### config.mk
export PLATFORM = sky130hd
export DESIGN_NAME = decimal_middle_square_prng_unit
export DESIGN_NICKNAME = d
export VERILOG_FILES = /design/src/hw/rtl/dmsq_pkg.sv /design/src/hw/rtl/dmsq_div.sv /design/src/hw/rtl/dmsq_datapath.sv /design/src/hw/rtl/dmsq_ctrl.sv /design/src/hw/rtl/decimal_middle_square_prng_unit.sv
export SDC_FILE = /design/constraint.sdc
export NUM_CORES = 2
export LEC_CHECK = 0
export BUFFER_PORTS_ARGS = -buffer_cell sky130_fd_sc_hd__buf_2
export CORE_MARGIN = 2
export CORE_UTILIZATION = 39
export DETAILED_ROUTE_END_ITERATION = 12
export MAX_ROUTING_LAYER = met4
export SYNTH_ARGS = -nofsm -noshare
export SYNTH_HDL_FRONTEND = slang
export SYNTH_SLANG_ARGS = --single-unit
### constraint.sdc
create_clock -name clk -period 6.6 [get_ports clk]
set_input_delay 0.99 -clock clk [delete_from_list [all_inputs] [get_ports clk]]
set_output_delay 0.99 -clock clk [all_outputs]
set_load 0.02 [all_outputs]
### src/hw/rtl/dmsq_pkg.sv
// Shared types, widths and constants of the decimal middle-square generator.
// Depends on nothing; used by the controller, datapath, divider and top level.
package dmsq_pkg;

    localparam int unsigned VALUE_W  = 27;            // n-digit value, n <= 8
    localparam int unsigned SQ_W     = 2 * VALUE_W;   // full square
    localparam int unsigned DC_W     = 4;             // digit_count register
    localparam int unsigned DIV_STEPS = SQ_W;         // one quotient bit per cycle
    localparam int unsigned CNT_W    = $clog2(DIV_STEPS + 1);

    localparam logic [DC_W-1:0] DC_RESET = 4'd4;
    localparam logic [DC_W-1:0] DC_MIN   = 4'd2;
    localparam logic [DC_W-1:0] DC_CAP   = 4'd8;

    // Dividend source for the shared divider
    typedef enum logic [1:0] {
        SRC_SEED   = 2'd0,   // seed / 10^n, keep remainder
        SRC_SQUARE = 2'd1,   // square / 10^(n/2), keep quotient
        SRC_QUOT   = 2'd2    // quotient / 10^n, keep remainder
    } dmsq_src_t;

    typedef struct packed {
        logic      accept;    // capture request, digit count and square
        logic      div_load;  // load divider operands
        dmsq_src_t src;       // which dividend and divisor to load
        logic      div_step;  // one restoring-division iteration
        logic      commit;    // store remainder as new value and present it
    } dmsq_cmd_t;

    typedef struct packed {
        logic reseed;         // captured request is a reseed
    } dmsq_sts_t;

    function automatic logic [VALUE_W-1:0] pow10(input logic [DC_W-1:0] e);
        logic [VALUE_W-1:0] p;
        case (e)
            4'd0:    p = 27'd1;
            4'd1:    p = 27'd10;
            4'd2:    p = 27'd100;
            4'd3:    p = 27'd1000;
            4'd4:    p = 27'd10000;
            4'd5:    p = 27'd100000;
            4'd6:    p = 27'd1000000;
            4'd7:    p = 27'd10000000;
            4'd8:    p = 27'd100000000;
            default: p = 27'd1;
        endcase
        return p;
    endfunction

endpackage

### src/hw/rtl/dmsq_div.sv
// Bit-serial restoring divider: 54-bit dividend by 27-bit divisor.
// Depends on dmsq_pkg for widths.
module dmsq_div (
    input  logic                          clk,
    input  logic                          load,
    input  logic                          step,
    input  logic [dmsq_pkg::SQ_W-1:0]     dividend,
    input  logic [dmsq_pkg::VALUE_W-1:0]  divisor,
    output logic [dmsq_pkg::SQ_W-1:0]     quotient,
    output logic [dmsq_pkg::VALUE_W-1:0]  remainder
);
    import dmsq_pkg::*;

    logic [SQ_W-1:0]    dq_reg;
    logic [SQ_W-1:0]    dq_next;
    logic [VALUE_W-1:0] rem_reg;
    logic [VALUE_W-1:0] rem_next;
    logic [VALUE_W-1:0] dvs_reg;
    logic [VALUE_W-1:0] dvs_next;
    logic [VALUE_W:0]   trial;
    logic               fits;

    // Shift the next dividend bit into the partial remainder; subtract if it fits
    assign trial = {rem_reg, dq_reg[SQ_W-1]};
    assign fits  = (trial >= {1'b0, dvs_reg});

    always_comb
    begin
        dq_next  = dq_reg;
        rem_next = rem_reg;
        dvs_next = dvs_reg;
        if (load)
        begin
            dq_next  = dividend;
            rem_next = '0;
            dvs_next = divisor;
        end
        else if (step)
        begin
            dq_next = {dq_reg[SQ_W-2:0], fits};
            if (fits)
                rem_next = VALUE_W'(trial - {1'b0, dvs_reg});
            else
                rem_next = trial[VALUE_W-1:0];
        end
    end

    always_ff @(posedge clk)
    begin
        dq_reg  <= dq_next;
        rem_reg <= rem_next;
        dvs_reg <= dvs_next;
    end

    assign quotient  = dq_reg;
    assign remainder = rem_reg;

endmodule

### src/hw/rtl/dmsq_datapath.sv
// Datapath: digit-count register, value register, squarer, divider and output register.
// Depends on dmsq_pkg and dmsq_div.
module dmsq_datapath #(
    parameter int unsigned MAX_DIGITS = 8
) (
    input  logic                          clk,
    input  logic                          rst_n,
    input  logic                          cfg_we,
    input  logic [dmsq_pkg::DC_W-1:0]     cfg_data,
    input  logic                          command,
    input  logic [dmsq_pkg::VALUE_W-1:0]  seed_in,
    input  dmsq_pkg::dmsq_cmd_t           cmd,
    output dmsq_pkg::dmsq_sts_t           sts,
    output logic [dmsq_pkg::VALUE_W-1:0]  value_out
);
    import dmsq_pkg::*;

    localparam logic [DC_W-1:0] DIGIT_LIM =
        (MAX_DIGITS > 8) ? DC_CAP : DC_W'(MAX_DIGITS);

    logic [DC_W-1:0]    dc_reg;
    logic [DC_W-1:0]    n_reg;
    logic [DC_W-1:0]    n_eff;
    logic               reseed_reg;
    logic [VALUE_W-1:0] seed_reg;
    logic [VALUE_W-1:0] cur_reg;
    logic [SQ_W-1:0]    sq_reg;
    logic [VALUE_W-1:0] out_reg;
    logic [SQ_W-1:0]    div_dividend;
    logic [VALUE_W-1:0] div_divisor;
    logic [SQ_W-1:0]    div_quot;
    logic [VALUE_W-1:0] div_rem;

    // Even digit count: at most DIGIT_LIM rounded down to even, and at least 2
    always_comb
    begin
        n_eff = dc_reg & 4'hE;
        if (n_eff > DIGIT_LIM)
            n_eff = DIGIT_LIM;
        n_eff = n_eff & 4'hE;
        if (n_eff < DC_MIN)
            n_eff = DC_MIN;
    end

    always_comb
    begin
        case (cmd.src)
            SRC_SEED:
            begin
                div_dividend = {{(SQ_W-VALUE_W){1'b0}}, seed_reg};
                div_divisor  = pow10(n_reg);
            end
            SRC_SQUARE:
            begin
                div_dividend = sq_reg;
                div_divisor  = pow10({1'b0, n_reg[DC_W-1:1]});
            end
            SRC_QUOT:
            begin
                div_dividend = div_quot;
                div_divisor  = pow10(n_reg);
            end
            default:
            begin
                div_dividend = sq_reg;
                div_divisor  = pow10(n_reg);
            end
        endcase
    end

    dmsq_div u_div (
        .clk       (clk),
        .load      (cmd.div_load),
        .step      (cmd.div_step),
        .dividend  (div_dividend),
        .divisor   (div_divisor),
        .quotient  (div_quot),
        .remainder (div_rem)
    );

    always_ff @(posedge clk or negedge rst_n)
    begin
        if (!rst_n)
        begin
            dc_reg  <= DC_RESET;
            cur_reg <= '0;
        end
        else
        begin
            if (cfg_we)
                dc_reg <= cfg_data;
            if (cmd.commit)
                cur_reg <= div_rem;
        end
    end

    always_ff @(posedge clk)
    begin
        if (cmd.accept)
        begin
            n_reg      <= n_eff;
            reseed_reg <= command;
            seed_reg   <= seed_in;
            sq_reg     <= SQ_W'(cur_reg) * SQ_W'(cur_reg);
        end
        if (cmd.commit)
            out_reg <= div_rem;
    end

    assign sts.reseed = reseed_reg;
    assign value_out  = out_reg;

endmodule

### src/hw/rtl/dmsq_ctrl.sv
// Controller state machine: request handshake, division sequencing, result handshake.
// Depends on dmsq_pkg for command and status types.
module dmsq_ctrl (
    input  logic                 clk,
    input  logic                 rst_n,
    input  logic                 in_valid,
    output logic                 in_stall,
    output logic                 out_valid,
    input  logic                 out_stall,
    output dmsq_pkg::dmsq_cmd_t  cmd,
    input  dmsq_pkg::dmsq_sts_t  sts
);
    import dmsq_pkg::*;

    typedef enum logic [2:0] {
        S_IDLE,
        S_LOAD,
        S_DIV,
        S_LOAD2,
        S_COMMIT
    } state_t;

    state_t           state_reg;
    state_t           state_next;
    logic [CNT_W-1:0] cnt_reg;
    logic [CNT_W-1:0] cnt_next;
    logic             pass2_reg;
    logic             pass2_next;
    logic             out_valid_reg;
    logic             out_valid_next;
    logic             out_free;

    assign out_free = !out_valid_reg || !out_stall;

    always_comb
    begin
        state_next     = state_reg;
        cnt_next       = cnt_reg;
        pass2_next     = pass2_reg;
        out_valid_next = out_valid_reg && out_stall;
        cmd            = '0;
        cmd.src        = SRC_SEED;
        case (state_reg)
            S_IDLE:
            begin
                if (in_valid)
                begin
                    cmd.accept = 1'b1;
                    pass2_next = 1'b0;
                    state_next = S_LOAD;
                end
            end
            S_LOAD:
            begin
                cmd.div_load = 1'b1;
                cmd.src      = sts.reseed ? SRC_SEED : SRC_SQUARE;
                cnt_next     = '0;
                state_next   = S_DIV;
            end
            S_DIV:
            begin
                cmd.div_step = 1'b1;
                cnt_next     = cnt_reg + CNT_W'(1);
                if (cnt_reg == CNT_W'(DIV_STEPS - 1))
                begin
                    if (sts.reseed || pass2_reg)
                        state_next = S_COMMIT;
                    else
                        state_next = S_LOAD2;
                end
            end
            S_LOAD2:
            begin
                cmd.div_load = 1'b1;
                cmd.src      = SRC_QUOT;
                cnt_next     = '0;
                pass2_next   = 1'b1;
                state_next   = S_DIV;
            end
            S_COMMIT:
            begin
                if (out_free)
                begin
                    cmd.commit     = 1'b1;
                    out_valid_next = 1'b1;
                    state_next     = S_IDLE;
                end
            end
            default:
            begin
                state_next = S_IDLE;
            end
        endcase
    end

    always_ff @(posedge clk or negedge rst_n)
    begin
        if (!rst_n)
        begin
            state_reg     <= S_IDLE;
            cnt_reg       <= '0;
            pass2_reg     <= 1'b0;
            out_valid_reg <= 1'b0;
        end
        else
        begin
            state_reg     <= state_next;
            cnt_reg       <= cnt_next;
            pass2_reg     <= pass2_next;
            out_valid_reg <= out_valid_next;
        end
    end

    assign in_stall  = (state_reg != S_IDLE);
    assign out_valid = out_valid_reg;

endmodule

### src/hw/rtl/decimal_middle_square_prng_unit.sv
// Top level of the decimal middle-square generator.
// Depends on dmsq_pkg, dmsq_ctrl, dmsq_datapath and dmsq_div.
//
// Usage:
//   Request channel (in_valid / in_stall, command, seed_in): a request is taken
//   at a rising edge with in_valid high and in_stall low. command = 0 steps the
//   generator, command = 1 reseeds it with seed_in reduced modulo 10^n.
//   Result channel (out_valid / out_stall, value_out): one result per request,
//   taken when out_valid is high and out_stall low.
//   Configuration channel (cfg_valid / cfg_ready, cfg_data): writes digit_count;
//   cfg_ready is always high. Write only while the block is idle.
// Timing:
//   One request at a time. A reseed runs one pass of the bit-serial divider
//   and a step runs two (square / 10^(n/2), then that quotient mod 10^n)
//   before the result is committed to the result register; the next request
//   can be taken in the cycle after that commit. The divider produces one
//   quotient bit a cycle.
// Reset: clears the value to zero, digit_count to 4, and drops any result.
// Stall: a finished result holds in the output register while out_stall is high;
//   a new request may already be taken, and its result waits for the slot.
module decimal_middle_square_prng_unit #(
    parameter int unsigned MAX_DIGITS = 8
) (
    input  logic                          clk,
    input  logic                          rst_n,
    input  logic                          cfg_valid,
    output logic                          cfg_ready,
    input  logic [dmsq_pkg::DC_W-1:0]     cfg_data,
    input  logic                          in_valid,
    output logic                          in_stall,
    input  logic                          command,
    input  logic [dmsq_pkg::VALUE_W-1:0]  seed_in,
    output logic                          out_valid,
    input  logic                          out_stall,
    output logic [dmsq_pkg::VALUE_W-1:0]  value_out
);
    import dmsq_pkg::*;

    dmsq_cmd_t cmd;
    dmsq_sts_t sts;
    logic      cfg_we;

    // Configuration is always accepted; the register sits in the datapath
    assign cfg_ready = 1'b1;
    assign cfg_we    = cfg_valid && cfg_ready;

    dmsq_ctrl u_ctrl (
        .clk       (clk),
        .rst_n     (rst_n),
        .in_valid  (in_valid),
        .in_stall  (in_stall),
        .out_valid (out_valid),
        .out_stall (out_stall),
        .cmd       (cmd),
        .sts       (sts)
    );

    dmsq_datapath #(
        .MAX_DIGITS (MAX_DIGITS)
    ) u_datapath (
        .clk       (clk),
        .rst_n     (rst_n),
        .cfg_we    (cfg_we),
        .cfg_data  (cfg_data),
        .command   (command),
        .seed_in   (seed_in),
        .cmd       (cmd),
        .sts       (sts),
        .value_out (value_out)
    );

endmodule
### After elaboration in Yosys (flattened, before gate mapping)

Memories as Yosys holds them, arrays and structs flattened. A register that Yosys moved wholly into a read port is not among the register bits.
Index checks and enable logic that the tools add are counted.

* add/sub/neg operators: 2
* div/mod/pow operators: 0
* bitwise logic cells: 0
* multiply operators: 1
* equal/unequal tests: 11
* reduce and logical (&&, ||, !) cells: 15
* shift operators: 0
* magnitude comparators: 3
* muxes and demuxes: 25

Operators with widths (number)
* 54-bit 2-to-1 mux: 2
* 54-bit case mux with 2 select lines: 1
* 27-bit case mux with 3 select lines: 1
* 27-bit by 27-bit multiplier with 54-bit output: 1
* 28-bit by 27-bit >= comparator with 1-bit output: 1
* 27-bit 2-to-1 mux: 1
* 27-bit subtractor: 1
* 3-bit 2-to-1 mux: 6
* 3-bit case mux with 4 select lines: 1
* 6-bit case mux with 2 select lines: 1
* 1-bit 2-to-1 mux: 9
* 6-bit by 1-bit adder with 6-bit output (second input constant): 1
* 3-bit by 2-bit == test with 1-bit output (second input constant): 2
* 6-bit == test (second input constant): 1
* 3-bit case mux with 2 select lines: 1
* 2-bit nonzero test: 3
* 4-bit > comparator (second input constant): 1
* 4-bit by 2-bit less-than comparator with 1-bit output (second input constant): 1
* 4-bit 2-to-1 mux: 1
* 2-bit by 1-bit inequality test with 1-bit output (second input constant): 2
* 2-bit inequality test (second input constant): 2
* 2-bit AND reduction: 2
* 3-bit by 1-bit == test with 1-bit output (second input constant): 1
* 3-bit == test (second input constant): 1
* other kinds (11): 13

* flip-flop bits (word level): 263
* logic and storage cells: 76
* RAM bits: 0
* memories: 4
* input port bits: 37
* latch bits: 0
* memory bits (read-only): 1368
* output and inout port bits: 30

Memory list
* (name not given): depth 16, width 25, rd ports 1, clocked after memory_dff 0, write ports 0, RTL line dmsq_pkg.sv:36 `case (e)`
* (name not given): depth 16, width 25, rd ports 1, clocked after memory_dff 0, write ports 0, RTL line dmsq_pkg.sv:36
* (name not given): depth 16, width 25, rd ports 1, clocked after memory_dff 0, write ports 0, RTL line dmsq_pkg.sv:36
* (name not given): depth 8, width 21, rd ports 1, clocked after memory_dff 1, write ports 0, RTL line dmsq_pkg.sv:36

### Longest topological paths before layout

* word-level depth: 5
* mapped depth: 29
* mapped depth without buffers: 27

### Modules after synthesis

A second synthesis with hierarchy kept.

* cells, all modules: 3288
* area total of the unflattened synthesis: 33378.3 µm²

By module, submodules not included
* dmsq_datapath: area an instance 26701.9 µm², seq. area each 4525.6 µm², times used 1, cells an instance 2677
* dmsq_div: area an instance 6002.0 µm², seq. area each 2972.9 µm², times used 1, cells an instance 535
* dmsq_ctrl: area an instance 663.1 µm², seq. area each 275.3 µm², times used 1, cells an instance 74
* decimal_middle_square_prng_unit: area an instance 11.3 µm², seq. area each 0.0 µm², times used 1, cells an instance 2

### Worst setup path after synthesis

No wires, ideal clock.

* path kind: reg-to-reg
* start: register u_datapath.cur_reg[11]
* end: register u_datapath.sq_reg[51] (data pin)
* setup slack: -0.578 ns
* stages on the path, launching flop included: 27
* arrival time: 6.920 ns
* setup time: 0.259 ns
* path buffers: 3
* data required time: 6.341 ns
* period minus slack after synthesis: 7.178 ns
* path through: dfrtp_1 clkbuf_1 clkbuf_1 nand2_1 fa_1 inv_1 fa_1 inv_1 fa_1 fa_1 inv_1 fa_1 fa_1 inv_1 fa_1 inv_1 ha_1 clkbuf_1 nand2_1 o211ai_2 a2111oi_2 o21bai_1 a221oi_2 a21boi_2 o41ai_4 o21ai_2 a211o_1

* cells in the longest elaborated chain, start to end: 1

Ends and longest elaborated chain
* start, declared: RTL line dmsq_datapath.sv:26 `logic [VALUE_W-1:0] cur_reg;`
* start signal, assigned: RTL line dmsq_datapath.sv:93 `cur_reg <= div_rem;`
* 27-bit by 27-bit multiplier with 54-bit output: RTL line dmsq_datapath.sv:104 `sq_reg <= SQ_W'(cur_reg) * SQ_W'(cur_reg);`
* end signal, assigned: RTL line dmsq_datapath.sv:104
* end, declared: RTL line dmsq_datapath.sv:27 `logic [SQ_W-1:0] sq_reg;`

Every way passes these cells.
A chain may end at the register's enable or synchronous reset.

### Worst setup path in the final report

* start: register u_datapath.cur_reg[14]
* end: register u_datapath.sq_reg[47] (data pin)

Same word-level chain as after synthesis.

==> out/metrics.yaml <==
ff2ff_path_depth: 25
core_area_mm2: 0.08185
p_int_mw: 2.763
routedWlPerCell_um: 16.66
worstMarginPinSlew_ns: 1.044
cts_inserted_buffers: 30
p_sw_mw: 0.7322
clkPwrFrac_pct: 47.2
seq_area_frac_synth_pct: 23.56
clk_latency_ns: 0.61
port_buffers: 64
setup.worst_path.end_class: "register"
syn_inst: 3197
setup.worst_path.class: "register to register"
final-max-slew-violation-count: 0
synth-seq-cells: 275
grt_pass1_vias: 24360
switching_share_pct: 20.95
final_area_mm2: 0.03887
largest_reg_flops: 54
dp_slack_ns: -0.7099
hpwlAfterDp_um: 64220
p_comb_share_pct: 0.6
dr_total_vias: 22300
start_kind: "register"
synth_flop_cell: "edfxtp_1"
min_path_cells: 2
r2r_slack_ns: -0.43
final_antenna_net_count: 0
startpoint: "u_datapath.cur_reg[14]"
slew_headroom_pct: 30.31
grt_max_degree: 83
avgSynthCellArea_um2: 10.04
synth_async_sr_flop_share_pct: 14.91
overflow: 0
clk_pin_slew_ns: 0.06
dpl_cell_area_mm2: 0.03652
peakVddDrop_mv: 0.1924
p_leak_nw: 19.13
cp_slowest_cell: "fa_2"
ios: 67
clk_path_buf_depth: 3
power_frac_seq_pct: 52.3
required_ns: 6.93
rows: 105
wl_um: 78190
htreeDepth: 1
ctsHoldBuffers: 0
place.gp.congestion: 0.8863
syn_to_final_growth_pct: 21.06
initial_core_util_pct: 39.23
die-height_um: 290.9
cp_common_cell: "fa_1"
p_per_area_mw_per_mm2: 89.93
status: "complete, but fails checks"
cts.sinks: 275
synthDominantCellAreaShare_pct: 34.48
crit_end: "u_datapath.sq_reg[47]"
finalCritPeriodShare_pct: 106.5
drtPass1Iterations: 5
netlist_area_mm2: 0.03211
dieArea_mm2: 0.08463
fmax_mhz: 142.3
layout.nets: 4426
worstPathMaxFanout: 4
drtIter0Drc: 993
final_cell_mix: "734 x inv_1, 526 x fa_1, 375 x buf_4, 306 x nand2_1, 213 x ha_1"
r2r_start: "u_datapath.cur_reg[14]"
root_buffer: "clkbuf_16"
final_layout_size_suffix_gt1_share_pct: 21.83
antenna_found_initial: 2
drc: 0
netlist_top_cells_area: "fa_1 34%, edfxtp_1 17%, ha_1 9.1%"
synth-edff-count: 185
slowest_delay_ns: 0.58
layout_min_cycle_time_ns: 7.026
hold_class: "register to register"
grt_usage_pct: 19.69
violations: "setup timing"
critical_path_arrival_ns: 7.36
layout_commonest_cell: "inv_1"
yosysTopAreaCell: "fa_1"
yosysUniqueCellTypes: 78
fin_ws_ns: -0.4263
reg2reg_to: "u_datapath.sq_reg[47]"
hold_violations: 0
cap_viol_max_count: 0
cts_tree: "done"
vias_per_cell: 4.750
n_antenna_cell: 0
die_w_um: 290.9
yosysWarnings: 0
finalSetupViolCount: 17
rsz0062_at_grt: "true"
grt_pass1_wl_um: 129200
syn_nets: 4021
fin_worst_skew_ns: 0.04209
cell usage after synthesis, drive strengths merged (49+ instances only):
master  count
mux2i      50
xnor2      55
o21ai     106
inv       770
clkbuf    111
edfxtp    185
ha        234
nand2     336
a21oi      97
dfxtp      49
and2      151
fa        553
nor2      105
worst max-delay path, delay by kind of cell (launching register included):
| kind | cells | cell delay (ns) |
|---|---|---|
| flops | 1 | 0.44 |
| compound gates | 6 | 1.19 |
| fa+ha+maj | 8 | 3.68 |
| simple gates | 5 | 0.97 |
| buf+inv | 6 | 0.48 |
repair_timing:
| item | CTS | global route |
|---|---|---|
| setup buffers | 29 | 25 |
| endpoints found under the setup margin | 26 | 31 |
| gates resized for setup | 103 | 163 |
| pin swaps | 33 | 83 |
metrics by stage:
step / hold WS (ns) / power (mW) / setup TNS [ns] / util, % / instances
global placement: 0.4697 / 1.883 / -7.552 / 44.62 / 4595
detailed placement: 0.4787 / 1.884 / -9.530 / 44.62 / 4595
floorplan: 0.4064 / 1.867 / -0.1674 / - / 3197
global route: 0.5255 / 3.600 / -8.309 / 47.49 / 4694
CTS: 0.4942 / 3.537 / -4.330 / 46.61 / 4675
finish: 0.4939 / 3.495 / -3.596 / 47.49 / 4694
worst min-delay path by stage:
stage	from	to	slack [ns]
after global placement	u_ctrl.pass2_reg	u_ctrl.pass2_reg	0.47
after CTS	u_ctrl.pass2_reg	u_ctrl.pass2_reg	0.49
after floorplan	u_datapath.u_div.remainder[10]	u_datapath.value_out[10]	0.41
after detailed placement	u_ctrl.pass2_reg	u_ctrl.pass2_reg	0.48
after global routing	seed_in[4]	u_datapath.seed_reg[4]	0.53
final	u_ctrl.pass2_reg	u_ctrl.pass2_reg	0.49
power groups by stage:
stage	combinational (mW)	clock, mW	sequential, mW
after floorplan	0.00421	0	1.86
after global placement	0.0206	0	1.86
after detailed placement	0.0209	0	1.86
after CTS	0.0211	1.69	1.83
after global routing	0.0230	1.75	1.83
final	0.0203	1.65	1.83
metal layers:
layer  GRT usage (%)  vias up  wire length (um)
li1                -    10700                 -
met1           26.08    11120             35690
met2           32.21      382             36840
met3           2.405      102              3459
met4           5.004        0              2202
met5               -        -                 0
kinds of logic after synthesis:
kind of cell | after synthesis | share of synthesized area, %
flops | 275 | 23.56
compound gates | 370 | 7.623
buf+inv | 900 | 10.60
xor+xnor | 80 | 2.182
other cells | 1 | 0.01168
simple gates | 728 | 10.65
fa+ha+maj | 787 | 43.60
mux | 56 | 1.769
cell type report:
class	count	area, um2
Fill cell	7610	42980
Timing Repair Buffer	498	3981
Inverter	775	2929
Clock buffer	38	790.8
Clock inverter	16	162.7
Tap cell	1070	1339
Sequential cell	275	7581
Multi-Input combinational cell	2022	22080
Power figures use the tool's default switching activity.
